[config.mk]
export PLATFORM = sky130hd
export DESIGN_NAME = ttv_ctrl
export DESIGN_NICKNAME = d
export VERILOG_FILES = /design/src/hw/rtl/ttv_pkg.sv /design/src/hw/rtl/ttv_ctrl.sv
export SDC_FILE = /design/constraint.sdc
export NUM_CORES = 1
export LEC_CHECK = 0
export BUFFER_PORTS_ARGS = -buffer_cell sky130_fd_sc_hd__clkbuf_2
export CAP_MARGIN = 30
export CORE_MARGIN = 4
export CORE_UTILIZATION = 42
export DETAILED_ROUTE_END_ITERATION = 8
export GPL_TIMING_DRIVEN = 0
export PLACE_DENSITY = 0.84
export SLEW_MARGIN = 20
export SYNTH_ARGS = -nofsm -noshare
export SYNTH_HDL_FRONTEND = slang
export SYNTH_SLANG_ARGS = --single-unit
[constraint.sdc]
create_clock -name clk -period 1.3 [get_ports clk]
set_input_delay 0.13 -clock clk [delete_from_list [all_inputs] [get_ports clk]]
set_output_delay 0.13 -clock clk [all_outputs]
set_load 0.005 [all_outputs]
[src/hw/rtl/ttv_pkg.sv]
package ttv_pkg;

	localparam int FRAC_BITS_DEF = 16;
	localparam int DW = 32;
	// differences of two 32-bit values
	localparam int EW = 33;
	// products of two differences, and their difference
	localparam int PW = 67;

	localparam logic [1:0] STATUS_OK = 2'd0;
	localparam logic [1:0] STATUS_DEGEN = 2'd1;
	localparam logic [1:0] STATUS_SAT = 2'd2;

	// operand select: components 0..2, or the determinant
	localparam logic [1:0] COMP_DET = 2'd3;

	typedef enum logic [3:0] {
		ST_V0,
		ST_V1,
		ST_V2,
		ST_MUL,
		ST_DET,
		ST_NUM,
		ST_DIV,
		ST_FIN,
		ST_OUT
	} state_t;

	// controller to datapath
	typedef struct packed {
		logic       load_v0;
		logic       load_v1;
		logic       load_v2;
		logic       mul_step;
		logic       det_step;
		logic       num_step;
		logic       div_step;
		logic       fin_step;
		logic [1:0] comp;
		logic       clr_sat;
		logic       out_load;
	} ttv_cmd_t;

	// datapath to controller
	typedef struct packed {
		logic det_zero;
		logic div_last;
		logic mul_last;
	} ttv_sts_t;

endpackage

[src/hw/rtl/ttv_ctrl.sv]
module ttv_ctrl (
	input  logic                clk,
	input  logic                arst_n,
	input  logic                in_valid,
	output logic                in_ready,
	output logic                out_valid,
	input  logic                out_ready,
	input  ttv_pkg::ttv_sts_t   sts,
	output ttv_pkg::ttv_cmd_t   cmd
);
	ttv_pkg::state_t state_q, state_d;
	logic [1:0] comp_q, comp_d;
	logic out_valid_q;
	logic in_acc, out_take;

	assign out_take = out_valid_q && out_ready;
	// first two vertex words are taken while a finished result waits
	assign in_ready = (state_q == ttv_pkg::ST_V0) || (state_q == ttv_pkg::ST_V1) ||
		((state_q == ttv_pkg::ST_V2) && (!out_valid_q || out_ready));
	assign in_acc = in_valid && in_ready;
	assign out_valid = out_valid_q;

	// next state
	always_comb begin
		state_d = state_q;
		comp_d = comp_q;
		case (state_q)
			ttv_pkg::ST_V0: if (in_acc) state_d = ttv_pkg::ST_V1;
			ttv_pkg::ST_V1: if (in_acc) state_d = ttv_pkg::ST_V2;
			ttv_pkg::ST_V2: if (in_acc) begin
				state_d = ttv_pkg::ST_MUL;
				comp_d = ttv_pkg::COMP_DET;
			end
			ttv_pkg::ST_MUL: state_d = (comp_q == ttv_pkg::COMP_DET) ?
				ttv_pkg::ST_DET : ttv_pkg::ST_NUM;
			ttv_pkg::ST_DET: begin
				state_d = ttv_pkg::ST_MUL;
				comp_d = 2'd0;
			end
			ttv_pkg::ST_NUM: state_d = sts.det_zero ? ttv_pkg::ST_OUT : ttv_pkg::ST_DIV;
			ttv_pkg::ST_DIV: if (sts.div_last) state_d = ttv_pkg::ST_FIN;
			ttv_pkg::ST_FIN: begin
				if (sts.mul_last) begin
					state_d = ttv_pkg::ST_OUT;
				end else begin
					state_d = ttv_pkg::ST_MUL;
					comp_d = comp_q + 2'd1;
				end
			end
			ttv_pkg::ST_OUT: if (!out_valid_q || out_ready) state_d = ttv_pkg::ST_V0;
			default: state_d = ttv_pkg::ST_V0;
		endcase
	end

	// command outputs
	always_comb begin
		cmd = '0;
		cmd.comp = comp_q;
		case (state_q)
			ttv_pkg::ST_V0: cmd.load_v0 = in_acc;
			ttv_pkg::ST_V1: cmd.load_v1 = in_acc;
			ttv_pkg::ST_V2: begin
				cmd.load_v2 = in_acc;
				cmd.clr_sat = in_acc;
			end
			ttv_pkg::ST_MUL: cmd.mul_step = 1'b1;
			ttv_pkg::ST_DET: cmd.det_step = 1'b1;
			ttv_pkg::ST_NUM: cmd.num_step = 1'b1;
			ttv_pkg::ST_DIV: cmd.div_step = 1'b1;
			ttv_pkg::ST_FIN: cmd.fin_step = 1'b1;
			ttv_pkg::ST_OUT: cmd.out_load = !out_valid_q || out_ready;
			default: cmd = '0;
		endcase
	end

	always_ff @(posedge clk or negedge arst_n) begin
		if (!arst_n) begin
			state_q <= ttv_pkg::ST_V0;
			comp_q <= 2'd0;
			out_valid_q <= 1'b0;
		end else begin
			state_q <= state_d;
			comp_q <= comp_d;
			if (cmd.out_load) out_valid_q <= 1'b1;
			else if (out_take) out_valid_q <= 1'b0;
		end
	end
endmodule

# Word level (Yosys, flattened, before mapping)
# Index checks and enable logic that the tools add are counted.
[op_classes] add_sub_neg=1 n_eq_ne=15 n_mux=24 reduce_logical=13
[op_table] cell="4-bit case mux with 9 select lines" n=1
[op_table] cell="4-bit 2-to-1 mux" n=7
[op_table] cell="4-bit by 3-bit == test with 1-bit output, second input constant" n=4
[op_table] cell="1-bit 2-to-1 mux" n=12
[op_table] cell="2-bit != test, second input constant" n=6
[op_table] cell="9-bit OR reduction" n=1
[op_table] cell="4-bit by 2-bit == test with 1-bit output, second input constant" n=2
[op_table] cell="2-bit 2-to-1 mux" n=3
[op_table] cell="2-bit case mux with 3 select lines" n=1
[op_table] cell="5-bit AND reduction" n=1
[op_table] cell="4-bit by 1-bit == test with 1-bit output, second input constant" n=1
[op_table] cell="4-bit == test, second input constant" n=1
[op_table] cell="4-bit logical NOT" n=1
[op_table] cell="1-bit logical AND" n=3
[op_table] cell="1-bit logical OR" n=3
[op_table] cell="3-bit AND reduction" n=1
[op_table] cell="3-bit nonzero test" n=1
[op_table] cell="2-bit by 1-bit adder with 2-bit output, second input constant" n=1
[op_table] cell="2-bit == test, second input constant" n=1
[op_table] cell="2-bit nonzero test" n=1
[op_table] cell="1-bit logical NOT" n=1
[totals] regBits=7 input_bits=7 out_inout_bits=14

# Longest topological paths before layout
[logic_depth] depth_word=7 mapped_depth=6 mapped_depth_nobuf=4

# Worst setup path before layout
# Ideal clock, no wire load.
[synth_path] path_type="register to register" from="register out_valid_q, in the netlist out_valid" to="register state_q[1]" setup_ps=128 arrival_time_ps=1305 t_required_ps=1172 path_slack_ps=-133 path_stages_with_launch=5 n_path_buf=0 synth_period_minus_slack_ps=1433 cell_sequence="dfrtp_1 -> nand3b_1 -> a2111oi_2 -> o21bai_2 -> mux2_1"
[synth_via] elab_chain_len=7 word_cells_on_any_way=10 classes_between="eq/ne (4); reduce/logical (6)"
[synth_lines] element="start: declaration" line="ttv_ctrl.sv:13" rtl="logic out_valid_q;"
[synth_lines] element="start signal: assignment" line="ttv_ctrl.sv:80" rtl="out_valid_q <= 1'b0;"
[synth_lines] element="start signal: assignment" line="ttv_ctrl.sv:84" rtl="if (cmd.out_load) out_valid_q <= 1'b1;"
[synth_lines] element="start signal: assignment" line="ttv_ctrl.sv:85" rtl="else if (out_take) out_valid_q <= 1'b0;"
[synth_lines] element="1-bit logical NOT *" line="ttv_ctrl.sv:19, ttv_ctrl.sv:50"
[synth_lines] element="1-bit logical OR *" line="ttv_ctrl.sv:19, ttv_ctrl.sv:50"
[synth_lines] element="1-bit logical AND" line="ttv_ctrl.sv:19" rtl="((state_q == ttv_pkg::ST_V2) && (!out_valid_q || out_ready));"
[synth_lines] element="1-bit logical OR" line="ttv_ctrl.sv:18" rtl="assign in_ready = (state_q == ttv_pkg::ST_V0) || (state_q == ttv_pkg::ST_V1) ||"
[synth_lines] element="1-bit logical AND" line="ttv_ctrl.sv:20" rtl="assign in_acc = in_valid && in_ready;"
[synth_lines] element="2-bit != test (no line)"
[synth_lines] element="5-bit AND reduction (no line) *"
[synth_lines] element="end signal: assignment" line="ttv_ctrl.sv:78" rtl="state_q <= ttv_pkg::ST_V0;"
[synth_lines] element="end signal: assignment" line="ttv_ctrl.sv:82" rtl="state_q <= state_d;"
[synth_lines] element="end: declaration" line="ttv_ctrl.sv:11" rtl="ttv_pkg::state_t state_q, state_d;"
# Mark *: on every way between the ends. The rest lies on a longest branch, timed or not.
# A chain may end at the register's enable or synchronous reset.

==> results.py <==
metrics = {
    "floorplanning": {
        "die_w_um": 45.8,
        "die_h_um": 45.8,
        "rows": 13,
        "start_util": 0.455,
        "ios": 21,
        "core_area_um2": 1320,
        "die_area_um2": 2100,
    },
    "logic_synthesis": {
        "synth.mux.area_fraction": 0.0522,
        "synth_xor_area_frac": 0.0146,
        "yosys.area_share.simple": 0.309,
        "synth.net_count": 83,
        "synth.avg_cell_area_um2": 7.99,
        "syn_area_um2": 599,
        "synth_cells": 75,
        "synth_seq_cells": 7,
        "synth_top_family_by_area": "simple AND/OR/NAND/NOR gates",
        "synth-seq-area-share": 0.292,
        "ys_warn_count": 0,
        "synth_compound_area_frac": 0.234,
        "synthAdderAreaFrac": 0.0209,
        "synthDistinctLibCells": 34,
    },
    "global_route": {
        "grt.met1_usage": 0.269,
        "grt_util_met2": 0.393,
        "top_usage_layer": "met2",
        "globalRouteOverflowTotal": 0,
        "grt_max_degree": 11,
        "antenna_found_initial": 0,
        "grt_pass1_vias": 734,
        "grt_first_pass_wirelength_mm": 3.40,
        "use_met3": 0.0553,
        "track_usage": 0.231,
    },
    "min_path": {
        "min_path_type": "primary input to register",
    },
    "worst_setup_path": {
        "critPathRequiredTime_ps": 1170,
        "start_kind": "register",
        "critPathKind": "register to output pin",
        "crit_arrival_ps": 1460,
        "cp_max_fo": 4,
        "end_kind": "output pin",
    },
    "timing": {
        "rsz0062_at_grt": "yes",
        "setup_viol": 18,
        "hold_viol_final": 0,
        "maxSlewViolCount": 0,
        "skew_ps": 13.4,
        "setup_slack_ps": -291,
        "slew-limit-headroom": 0.814,
        "period_needed_ps": 1590,
        "worst_pin_slew_ps": 276,
        "fin_crit_sh": 1.22,
        "fmax_mhz": 629,
    },
    "placement": {
        "dp_hpwl_mm": 1.21,
        "place_congestion": 0.875,
        "dp_cells": 110,
        "port_buffers": 20,
        "place_ws_ps": -230,
        "postPlaceCellArea_um2": 724,
    },
    "layout": {
        "drive_gt1_frac": 0.648,
        "synthToLayoutAreaGrowth_pct": 95.4,
        "layout_commonest_cell": "buf_4",
        "diodes": 0,
        "nFillCells": 60,
        "final_cells": 137,
        "stdcell_area_um2": 1170,
        "final_net_count": 131,
        "final_core_util": 0.889,
        "layout_common_cells": "buf_4, buf_6, clkbuf_2",
    },
    "status": {
        "violations": "negative setup slack",
        "status": "finished, violations left",
    },
    "clock_tree": {
        "clock-sinks": 7,
        "clk_pin_slew_ps": 70,
        "clock_path_buffers": 2,
        "cts-root-buf": "clkbuf_4",
        "cts_tree": "yes",
        "clkLatencyLatePin_ps": 270,
        "cts_made_buffers": 3,
        "h-tree-depth": 1,
    },
    "job": {
        "timing.max_cap.violations": 0,
    },
    "power_and_ir_drop": {
        "ir_drop_uv": 1690,
        "pwr_density_cell_nw_per_um2": 2640,
        "p_total_mw": 3.10,
        "leakagePower_nw": 0.555,
    },
    "drt": {
        "route.detailed.vias_per_inst": 6.20,
        "drt-initial-drc-count": 21,
        "wl_per_cell_um": 19.6,
        "vias": 850,
        "ant_nets": 0,
        "firstDrtPassIters": 5,
        "drc": 0,
        "drt-total-wl_mm": 2.69,
    },
}
layout make-up:
| cell class | instances | area, um2 | share of cell area |
|---|---|---|---|
| clock buffers | 3 | 22.5 | 0.0192 |
| multi-input cells | 58 | 536 | 0.457 |
| well taps | 15 | 18.8 | 0.0160 |
| flip-flops and latches | 7 | 178 | 0.152 |
| clock inverters | 1 | 5.00 | 0.00427 |
| repair buffers | 44 | 333 | 0.284 |
| plain buffers | 6 | 67.6 | 0.0577 |
| inverters | 3 | 11.3 | 0.00962 |
per-layer routing:
| metal | vias up | wire (um) |
|---|---|---|
| met5 | - | 0 |
| met4 | 0 | 96 |
| met3 | 12 | 199 |
| met2 | 52 | 1320 |
| met1 | 421 | 1080 |
| li1 | 365 | - |
worst max-delay path: stages (launching register included):
cell and delay [ps]:
dfrtp_2 440, buf_6 150, o21ai_4 180, nand3_4 120, nor2_4 100, buf_4 110
buf_6 80
logic make-up (layout without fill, tap and decap cells):
logic type	after synthesis	count (layout)
mux	3	3
xor+xnor	1	1
buf+inv	10	57
compound gates	19	19
fa+ha+maj	1	1
simple gates	34	34
flops	7	7
state kept, by name, indices dropped and copies added (netlist names):
signal,flops
state_q,4
out_valid,1
comp_q,2
where the power goes:
group / internal (mW) / switching, mW
clock network: 0.114 / 0.104
registers: 0.318 / 0.0902
logic: 1.29 / 1.18
total: 1.72 / 1.37
metrics by stage:
step	setup TNS [ps]	hold slack, ps
3_3_place_gp	-1030	-21.8
3_5_place_dp	-1420	-18.4
4_1_cts	-2650	169
6_report	-3350	197
5_1_grt	-4340	209
2_1_floorplan	-69.0	-166
path summary, 6_finish.rpt:
check	from	end	slack, ps	cells past startpoint
min	out_ready	out_valid	200	3
min reg2reg	comp_q[1]	comp_q[1]	520	1
min in group asynchronous	arst_n	state_q[0]	240	2
max in group asynchronous	arst_n	state_q[2]	870	2
max reg2reg	state_q[1]	state_q[1]	-270	5
max	state_q[0]	cmd[9]	-290	6
what timing repair did:
action / 4_1_cts / 5_1_grt
resized for setup: 45 / 26
hold endpoints to repair: 7 / 0
hold buffers: 1 / 0
endpoints found under the setup margin: 17 / 17
setup buffers: 16 / 11
pin swaps: 7 / 8
Yosys cell counts (all sizes together):
cell type / n / share of area
buf: 5 / 0.046
dfrtp: 7 / 0.29
nand3: 1 / 0.0083
a21oi: 3 / 0.025
a21boi: 3 / 0.038
and2b: 1 / 0.013
nor4bb: 1 / 0.017
nand2: 5 / 0.031
ha: 1 / 0.021
and3: 1 / 0.010
o21bai: 1 / 0.019
o21ai: 4 / 0.033
a211oi: 1 / 0.013
and4bb: 1 / 0.021
mux2: 1 / 0.019
o22a: 1 / 0.015
a32oi: 1 / 0.015
nor4b: 1 / 0.015
clkbuf: 2 / 0.013
o32ai: 2 / 0.029
inv: 3 / 0.019
o211ai: 1 / 0.013
nor2: 9 / 0.056
nor2b: 2 / 0.021
xor2: 1 / 0.015
mux2i: 2 / 0.033
a31oi: 1 / 0.010
nor3: 6 / 0.050
a2111oi: 1 / 0.025
nand2b: 2 / 0.021
or3: 1 / 0.010
nand3b: 2 / 0.025
and2: 1 / 0.010
(Power assumes the default switching activity.)
